### src/sv/bsmt_pkg.sv
`timescale 1ns / 1ps

package bsmt_pkg;

  localparam int OPCODE_W = 2;
  localparam int VALUE_W  = 32;
  localparam int STATUS_W = 2;
  localparam int OCC_W    = 7;

  localparam logic [OPCODE_W-1:0] OP_PUT    = 2'd0;
  localparam logic [OPCODE_W-1:0] OP_HAS    = 2'd1;
  localparam logic [OPCODE_W-1:0] OP_REMOVE = 2'd2;

  localparam logic [STATUS_W-1:0] ST_OK     = 2'd0;
  localparam logic [STATUS_W-1:0] ST_ABSENT = 2'd1;
  localparam logic [STATUS_W-1:0] ST_FULL   = 2'd2;

  typedef enum logic [2:0] {
    S_CLEAR,
    S_IDLE,
    S_SCAN,
    S_DRAIN,
    S_FINISH
  } state_t;

  typedef struct packed {
    logic clr;
    logic load;
    logic scan;
    logic finish;
  } cmd_t;

  typedef struct packed {
    logic clear_last;
    logic scan_last;
    logic out_full;
  } stat_t;

endpackage

### src/sv/bsmt_if.sv
`timescale 1ns / 1ps

interface bsmt_in_if;
  logic                                valid;
  logic                                ready;
  logic [bsmt_pkg::OPCODE_W-1:0]       opcode;
  logic signed [bsmt_pkg::VALUE_W-1:0] value;

  modport source (output valid, output opcode, output value, input ready);
  modport sink (input valid, input opcode, input value, output ready);
endinterface

interface bsmt_out_if;
  logic                          valid;
  logic                          ready;
  logic [bsmt_pkg::STATUS_W-1:0] status;
  logic [bsmt_pkg::OCC_W-1:0]    occupancy;

  modport source (output valid, output status, output occupancy, input ready);
  modport sink (input valid, input status, input occupancy, output ready);
endinterface

### src/sv/bsmt_ctrl.sv
`timescale 1ns / 1ps

module bsmt_ctrl (
  input  logic            clk,
  input  logic            rst_n,
  input  logic            in_valid,
  output logic            in_ready,
  input  bsmt_pkg::stat_t stat,
  output bsmt_pkg::cmd_t  cmd
);

  bsmt_pkg::state_t state_r;
  bsmt_pkg::state_t state_nxt;

  always_ff @(posedge clk) begin
    if (!rst_n) begin
      state_r <= bsmt_pkg::S_CLEAR;
    end else begin
      state_r <= state_nxt;
    end
  end

  always_comb begin
    state_nxt = state_r;
    in_ready  = 1'b0;
    cmd       = '0;
    case (state_r)
      bsmt_pkg::S_CLEAR: begin
        cmd.clr = 1'b1;
        if (stat.clear_last) begin
          state_nxt = bsmt_pkg::S_IDLE;
        end
      end
      bsmt_pkg::S_IDLE: begin
        in_ready = 1'b1;
        if (in_valid) begin
          cmd.load  = 1'b1;
          state_nxt = bsmt_pkg::S_SCAN;
        end
      end
      bsmt_pkg::S_SCAN: begin
        cmd.scan = 1'b1;
        if (stat.scan_last) begin
          state_nxt = bsmt_pkg::S_DRAIN;
        end
      end
      bsmt_pkg::S_DRAIN: begin
        state_nxt = bsmt_pkg::S_FINISH;
      end
      bsmt_pkg::S_FINISH: begin
        if (!stat.out_full) begin
          cmd.finish = 1'b1;
          state_nxt  = bsmt_pkg::S_IDLE;
        end
      end
      default: begin
        state_nxt = bsmt_pkg::S_CLEAR;
      end
    endcase
  end

endmodule

### src/sv/bsmt_dp.sv
`timescale 1ns / 1ps

module bsmt_dp #(
  parameter int CAPACITY   = 64,
  parameter int DATA_WIDTH = 32
) (
  input  logic                                clk,
  input  logic                                rst_n,
  input  bsmt_pkg::cmd_t                      cmd,
  output bsmt_pkg::stat_t                     stat,
  input  logic [bsmt_pkg::OPCODE_W-1:0]       in_opcode,
  input  logic signed [bsmt_pkg::VALUE_W-1:0] in_value,
  output logic                                out_valid,
  input  logic                                out_ready,
  output logic [bsmt_pkg::STATUS_W-1:0]       out_status,
  output logic [bsmt_pkg::OCC_W-1:0]          out_occupancy
);

  localparam int AW = (CAPACITY > 1) ? $clog2(CAPACITY) : 1;
  localparam int CW = $clog2(CAPACITY + 1);
  localparam logic [AW-1:0] LAST_ADDR = AW'(CAPACITY - 1);

  // word layout: valid bit above the stored value
  logic [DATA_WIDTH:0] mem [CAPACITY];

  logic [AW-1:0]                   clr_addr_r;
  logic [AW-1:0]                   rd_addr_r;
  logic [AW-1:0]                   cmp_addr_r;
  logic                            cmp_vld_r;
  logic [DATA_WIDTH:0]             rd_data_r;
  logic [bsmt_pkg::OPCODE_W-1:0]   op_r;
  logic [DATA_WIDTH-1:0]           key_r;
  logic                            found_r;
  logic                            free_found_r;
  logic [AW-1:0]                   free_addr_r;
  logic [CW-1:0]                   count_r;
  logic [CW-1:0]                   count_nxt;
  logic                            out_valid_r;
  logic [bsmt_pkg::STATUS_W-1:0]   out_status_r;
  logic [bsmt_pkg::OCC_W-1:0]      out_occ_r;

  logic [DATA_WIDTH+bsmt_pkg::VALUE_W-1:0] key_ext;
  logic [CW+bsmt_pkg::OCC_W-1:0]           occ_ext;
  logic                                    hit;
  logic                                    free_slot;
  logic                                    rem_hit;
  logic                                    do_put;
  logic [bsmt_pkg::STATUS_W-1:0]           status_nxt;

  assign key_ext   = {{DATA_WIDTH{1'b0}}, in_value};
  assign hit       = cmp_vld_r && rd_data_r[DATA_WIDTH] && (rd_data_r[DATA_WIDTH-1:0] == key_r);
  assign free_slot = cmp_vld_r && !rd_data_r[DATA_WIDTH];
  assign rem_hit   = hit && (op_r == bsmt_pkg::OP_REMOVE);
  assign do_put    = cmd.finish && (op_r == bsmt_pkg::OP_PUT) && !found_r && free_found_r;

  always_comb begin
    count_nxt = count_r;
    if (rem_hit && (count_r != '0)) begin
      count_nxt = count_r - CW'(1);
    end else if (do_put) begin
      count_nxt = count_r + CW'(1);
    end
  end

  assign occ_ext = {{bsmt_pkg::OCC_W{1'b0}}, count_nxt};

  always_comb begin
    status_nxt = bsmt_pkg::ST_OK;
    if ((op_r == bsmt_pkg::OP_PUT) && !found_r && !free_found_r) begin
      status_nxt = bsmt_pkg::ST_FULL;
    end else if ((op_r == bsmt_pkg::OP_HAS) && !found_r) begin
      status_nxt = bsmt_pkg::ST_ABSENT;
    end
  end

  // single write port: clearing pass, put, remove
  always_ff @(posedge clk) begin
    if (cmd.clr) begin
      mem[clr_addr_r] <= '0;
    end else if (do_put) begin
      mem[free_addr_r] <= {1'b1, key_r};
    end else if (rem_hit) begin
      mem[cmp_addr_r] <= '0;
    end
  end

  always_ff @(posedge clk) begin
    rd_data_r  <= mem[rd_addr_r];
    cmp_addr_r <= rd_addr_r;
  end

  always_ff @(posedge clk) begin
    if (!rst_n) begin
      clr_addr_r   <= '0;
      rd_addr_r    <= '0;
      cmp_vld_r    <= 1'b0;
      found_r      <= 1'b0;
      free_found_r <= 1'b0;
      count_r      <= '0;
      out_valid_r  <= 1'b0;
    end else begin
      count_r   <= count_nxt;
      cmp_vld_r <= cmd.scan;
      if (cmd.clr) begin
        clr_addr_r <= clr_addr_r + AW'(1);
      end
      if (cmd.load) begin
        rd_addr_r    <= '0;
        found_r      <= 1'b0;
        free_found_r <= 1'b0;
      end else begin
        if (cmd.scan) begin
          rd_addr_r <= rd_addr_r + AW'(1);
        end
        if (hit) begin
          found_r <= 1'b1;
        end
        if (free_slot && !free_found_r) begin
          free_found_r <= 1'b1;
        end
      end
      if (cmd.finish) begin
        out_valid_r <= 1'b1;
      end else if (out_ready) begin
        out_valid_r <= 1'b0;
      end
    end
  end

  always_ff @(posedge clk) begin
    if (cmd.load) begin
      op_r  <= in_opcode;
      key_r <= key_ext[DATA_WIDTH-1:0];
    end
    if (free_slot && !free_found_r) begin
      free_addr_r <= cmp_addr_r;
    end
    if (cmd.finish) begin
      out_status_r <= status_nxt;
      out_occ_r    <= occ_ext[bsmt_pkg::OCC_W-1:0];
    end
  end

  assign stat.clear_last = (clr_addr_r == LAST_ADDR);
  assign stat.scan_last  = (rd_addr_r == LAST_ADDR);
  assign stat.out_full   = out_valid_r && !out_ready;

  assign out_valid     = out_valid_r;
  assign out_status    = out_status_r;
  assign out_occupancy = out_occ_r;

endmodule

### src/sv/bounded_set_membership_table_top.sv
`timescale 1ns / 1ps

// channel   direction  fields                          handshake
// in_ch     sink       opcode[1:0], value[31:0] signed valid / ready
// out_ch    source     status[1:0], occupancy[6:0]     valid / ready
//
// one item at a time, in_ch.ready low until it is done: accept, a scan of the
// entry memory through its single read port, a drain state, a result state
// after reset a clearing pass over every entry runs before in_ch.ready rises
// a result waiting on out_ch holds the block in its result state until taken;
// a held result does not block the next accept

module bounded_set_membership_table_top #(
  parameter int CAPACITY   = 64,
  parameter int DATA_WIDTH = 32
) (
  input logic        clk,
  input logic        rst_n,
  bsmt_in_if.sink    in_ch,
  bsmt_out_if.source out_ch
);

  bsmt_pkg::cmd_t  cmd;
  bsmt_pkg::stat_t stat;

  bsmt_ctrl u_ctrl (
    .clk      (clk),
    .rst_n    (rst_n),
    .in_valid (in_ch.valid),
    .in_ready (in_ch.ready),
    .stat     (stat),
    .cmd      (cmd)
  );

  bsmt_dp #(
    .CAPACITY   (CAPACITY),
    .DATA_WIDTH (DATA_WIDTH)
  ) u_dp (
    .clk           (clk),
    .rst_n         (rst_n),
    .cmd           (cmd),
    .stat          (stat),
    .in_opcode     (in_ch.opcode),
    .in_value      (in_ch.value),
    .out_valid     (out_ch.valid),
    .out_ready     (out_ch.ready),
    .out_status    (out_ch.status),
    .out_occupancy (out_ch.occupancy)
  );

endmodule

### src/flat_wrapper.sv
// flat-port wrapper written by rule: the top's interface ports become plain ports
module bounded_set_membership_table_top_flat 
#(
  parameter int CAPACITY   = 64,
  parameter int DATA_WIDTH = 32
)
  (clk, rst_n, in_ch_valid, in_ch_opcode, in_ch_value, in_ch_ready, out_ch_valid, out_ch_status, out_ch_occupancy, out_ch_ready);
  bsmt_in_if in_ch_i ();
  bsmt_out_if out_ch_i ();
  input logic clk;
  input logic rst_n;
  input wire logic [$bits(in_ch_i.valid)-1:0] in_ch_valid;
  input wire logic [$bits(in_ch_i.opcode)-1:0] in_ch_opcode;
  input wire logic [$bits(in_ch_i.value)-1:0] in_ch_value;
  output wire logic [$bits(in_ch_i.ready)-1:0] in_ch_ready;
  output wire logic [$bits(out_ch_i.valid)-1:0] out_ch_valid;
  output wire logic [$bits(out_ch_i.status)-1:0] out_ch_status;
  output wire logic [$bits(out_ch_i.occupancy)-1:0] out_ch_occupancy;
  input wire logic [$bits(out_ch_i.ready)-1:0] out_ch_ready;
  assign in_ch_i.valid = in_ch_valid;
  assign in_ch_i.opcode = in_ch_opcode;
  assign in_ch_i.value = in_ch_value;
  assign in_ch_ready = in_ch_i.ready;
  assign out_ch_valid = out_ch_i.valid;
  assign out_ch_status = out_ch_i.status;
  assign out_ch_occupancy = out_ch_i.occupancy;
  assign out_ch_i.ready = out_ch_ready;
  bounded_set_membership_table_top #(.CAPACITY(CAPACITY), .DATA_WIDTH(DATA_WIDTH)) u_core (.clk(clk), .rst_n(rst_n), .in_ch(in_ch_i), .out_ch(out_ch_i));
endmodule
### config.mk
export PLATFORM = sky130hd
export DESIGN_NAME = bounded_set_membership_table_top_flat
export DESIGN_NICKNAME = d
export VERILOG_FILES = /design/src/sv/bsmt_pkg.sv /design/src/sv/bsmt_if.sv /design/src/sv/bsmt_ctrl.sv /design/src/sv/bsmt_dp.sv /design/src/sv/bounded_set_membership_table_top.sv /design/src/flat_wrapper.sv
export SDC_FILE = /design/constraint.sdc
export NUM_CORES = 2
export LEC_CHECK = 0
export BUFFER_PORTS_ARGS = -buffer_cell sky130_fd_sc_hd__buf_4
export CAP_MARGIN = 10
export CORE_AREA = 5 5 445 447
export DETAILED_ROUTE_END_ITERATION = 12
export DIE_AREA = 0 0 450 452
export PLACE_DENSITY = 0.68
export SYNTH_ARGS = -nofsm -noshare
export SYNTH_HDL_FRONTEND = slang
export SYNTH_SLANG_ARGS = --single-unit
### constraint.sdc
create_clock -name clk -period 6.1 [get_ports clk]
set_clock_uncertainty 0.05 [all_clocks]
set_input_delay 0.61 -clock clk [delete_from_list [all_inputs] [get_ports clk]]
set_output_delay 0.61 -clock clk [all_outputs]
set_load 0.005 [all_outputs]
==> metrics <==
clk_lat worst skew 840 ps; die area 203000 um2; Via Count 38.6k; TNS Setup 0 ps; cell area after synthesis 84600 um2; gr ovfl total 0; CP most frequent cell buf_4; Inst Count DP 6058; final slew viol count 0; Syn. warnings 0; TritonCTS clock tree built; Post-Syn Instances 3529; area grow syn2layout 14.0%; number of DRC markers in iteration 0 5144; CP max-delay cell nor2_4; Slew Limit Headroom 22.2%; crit start category flop; PD cells 309 nW/um2; worst min-delay path class in -> reg; Avg Inst Size Synth 24.0 um2; mux contribution to synthesized area 17.8%; Clock Sinks 2226; layout cells sized above 1 32.0%; post-synthesis sequential area ratio 78.2%; first-pass GRT wire length 289000 um; Post-Syn Nets 3572; Via density 5.94; complex-gate fraction of the synthesized area 0.942%; I/O pins 49; RD Place Congestion 0.855; initial antenna violation count 12; largest family of logic cells by synthesized area multiplexers; Cell Chain, Critical Path xor2_1 -> nor4_1 -> nand3_1 -> nor4_4 -> buf_4 -> and2_1 -> a31oi_2 -> nor2_4 -> buf_4; Max-Cap Viols 0; vias in the first global route 38.7k; part of the cycle the worst path needs 80.3%; worst setup path class reg -> reg; Worst-Margin Slew 1170 ps; cell types occupying the most area after synthesis edfxtp_1 (77%), mux4_2 (18%), dfxtp_1 (1.5%); antenna viol nets, final 0; crit path max fanout 22; vertical die dimension 452 um; post-synth top area cell edfxtp_1; Period minus WS final 4900 ps; Hold Fails Final Rpt 0; Routed WL 201000 um; floorplan core area 194000 um2; clk slew on worst S/H paths 60 ps; xor and xnor area share after synthesis 0.362%; Simple-Gate Fraction of Synth Area 1.79%; peak supply drop 0.000262 V; worst path required time 6530 ps; CTS H-tree depth 4; drt first pass iters 5; DP Area 89200 um2; Starting Density 43.7%; Final Cell Area 96500 um2; Seq cells post-synth 2226; Leakage Power 23.8 nW; ys async rst share 0%; Post-synth EDFFs 2161; # rows 162; WP data arrival 5330 ps; Hold Slack 80.5 ps; top cell type's share of synthesized area 76.7%; CP Capture Type flop; largest net degree at the start of global routing 122; root cell of the clock tree clkbuf_16; All-Layer GR Usage 19.7%; clock buffer depth 3; RSZ-0062 raised after global routing false; post_cts resized 0; post-synthesis adder-cell area fraction 0.0739%; WL/cell 30.9 um; I/O Buffers 48; Synth cell types 57; CP peak stage delay 860 ps; final net count 3813; DRC errors left 0; status finished clean; ys flop type edfxtp_1; clock buffers created by TritonCTS 209; fmax 204 MHz; Cell Count, Final, Fillers Out 6498; Die Wd 450 um; Final setup viols 0; dpl hpwl 121000 um
## area by class of cell
cell class / count / area [um2]
fill: 14996 / 97300
sequential: 2226 / 66200
multi-input combinational: 1113 / 18300
clock buffer: 258 / 5460
tap: 2542 / 3180
timing repair buffer: 204 / 1940
clock inverter: 132 / 1260
inverter: 16 / 61.3
antenna: 7 / 17.5
## power breakdown
part | switching (mW) | internal [mW]
logic | 0.223 | 0.133
registers | 0.0353 | 16.6
clock network | 5.61 | 7.14
## critical path, delay by kind of cell, from the launching register on
kind / cells / cell delay, ps
AOI/OAI and AO/OA: 1 / 450
xor gates and xnor gates: 1 / 180
buffers and inverters: 2 / 680
DFF: 1 / 400
and+or+nand+nor: 5 / 2730
## path summary, 6_finish.rpt
kind / startpoint / endpoint / slack [ps] / depth (start not counted)
worst max register to register: u_core.u_dp.key_r[12]$_DFFE_PP_ / u_core.u_dp.mem[44][4]$_DFFE_PP_ / 1200 / 9
worst min register to register: u_core.u_dp.rd_data_r[32]$_DFF_P_ / u_core.u_dp.free_found_r$_SDFFE_PP0P_ / 470 / 3
worst min-delay path: in_ch_value[20] / u_core.u_dp.key_r[20]$_DFFE_PP_ / 80 / 1
worst max-delay path: u_core.u_dp.key_r[12]$_DFFE_PP_ / u_core.u_dp.mem[44][4]$_DFFE_PP_ / 1200 / 9
## flip-flops by register name (all words and copies together), names as in the netlist, 7 cells and up
register                   count
u_core.u_dp.out_occupancy      7
u_core.u_dp.rd_data_r         33
u_core.u_dp.mem             2112
u_core.u_dp.count_r            7
u_core.u_dp.key_r             32
## layer usage
metal	global-route usage, %	vias up	share of wire [%]
met5	0.303	-	0.050
li1	-	15669	-
met2	30.2	1802	47
met3	4.59	309	9.0
met4	7.29	4	4.0
met1	27.9	20832	40
## cell families after synthesis
logic type               count (synthesis)
AND/OR/NAND/NOR                        291
buffers and inverters                  190
adder cells (fa/ha/maj)                  5
XOR/XNOR                                35
AO/OA/AOI/OAI                          105
flip-flops                            2226
multiplexers                           677
## metrics by stage
| step | utilization (%) | total power, mW | setup slack, ps |
|---|---|---|---|
| CTS | 49.7 | 29.9 | 1190 |
| global placement | 46.0 | 17.3 | 1170 |
| finish | 49.8 | 29.8 | 1200 |
| floorplan | - | 17.1 | 1600 |
| detailed placement | 46.0 | 17.3 | 1150 |
| global route | 49.8 | 30.7 | 1010 |
## synthesized netlist by cell type, types with 2 or more instances
cell and count:
inv_1 16, or2_1 3, nand3_1 8, nand2b_1 20, nand4_1 6, nor4b_1 2
or3_1 6, nor2_2 4, nor3b_1 9, edfxtp_1 2161, buf_1 62, nand2_1 53
nor3_1 16, nor2b_1 10, dfxtp_1 65, nor2_1 90, a32oi_1 2, clkbuf_1 109
and2_1 39, nor4_4 2, a21oi_2 2, ha_1 5, o2111ai_1 3, nand3b_1 6
a22oi_1 67, xnor2_1 11, nor4_1 6, mux2i_1 8, mux4_2 660, and4_1 2
a21oi_1 7, xor2_1 24, mux2_2 9, a31oi_1 10, a2111oi_0 2, or3b_2 3
## cells in the final DEF (no fill, tap or decap), drive strengths merged, types with 3 or more instances in the layout
| cell | count |
|---|---|
| inv | 21 |
| mux2i | 8 |
| or2 | 4 |
| nand2 | 53 |
| nand3b | 6 |
| clkbuf | 258 |
| nor4 | 8 |
| xnor2 | 11 |
| nand2b | 21 |
| mux2 | 9 |
| xor2 | 24 |
| bufinv | 18 |
| and2 | 39 |
| nor2 | 94 |
| diode | 7 |
| clkinv | 102 |
| dfxtp | 65 |
| nor3b | 9 |
| or3b | 3 |
| nor2b | 10 |
| dlygate4sd3 | 34 |
| nor3 | 16 |
| or3 | 6 |
| a21oi | 9 |
| a22oi | 67 |
| nand4 | 6 |
| o2111ai | 3 |
| mux4 | 660 |
| nand3 | 8 |
| edfxtp | 2161 |
| clkinvlp | 7 |
| ha | 5 |
| buf | 170 |
| a31oi | 11 |
## repair_timing
item	CTS	global route
endpoints found under the setup margin	0	0
setup buffers	0	0
hold endpoints to repair	40	0
hold buffers	34	0
No activity file was read; power rests on OpenSTA's default activity.
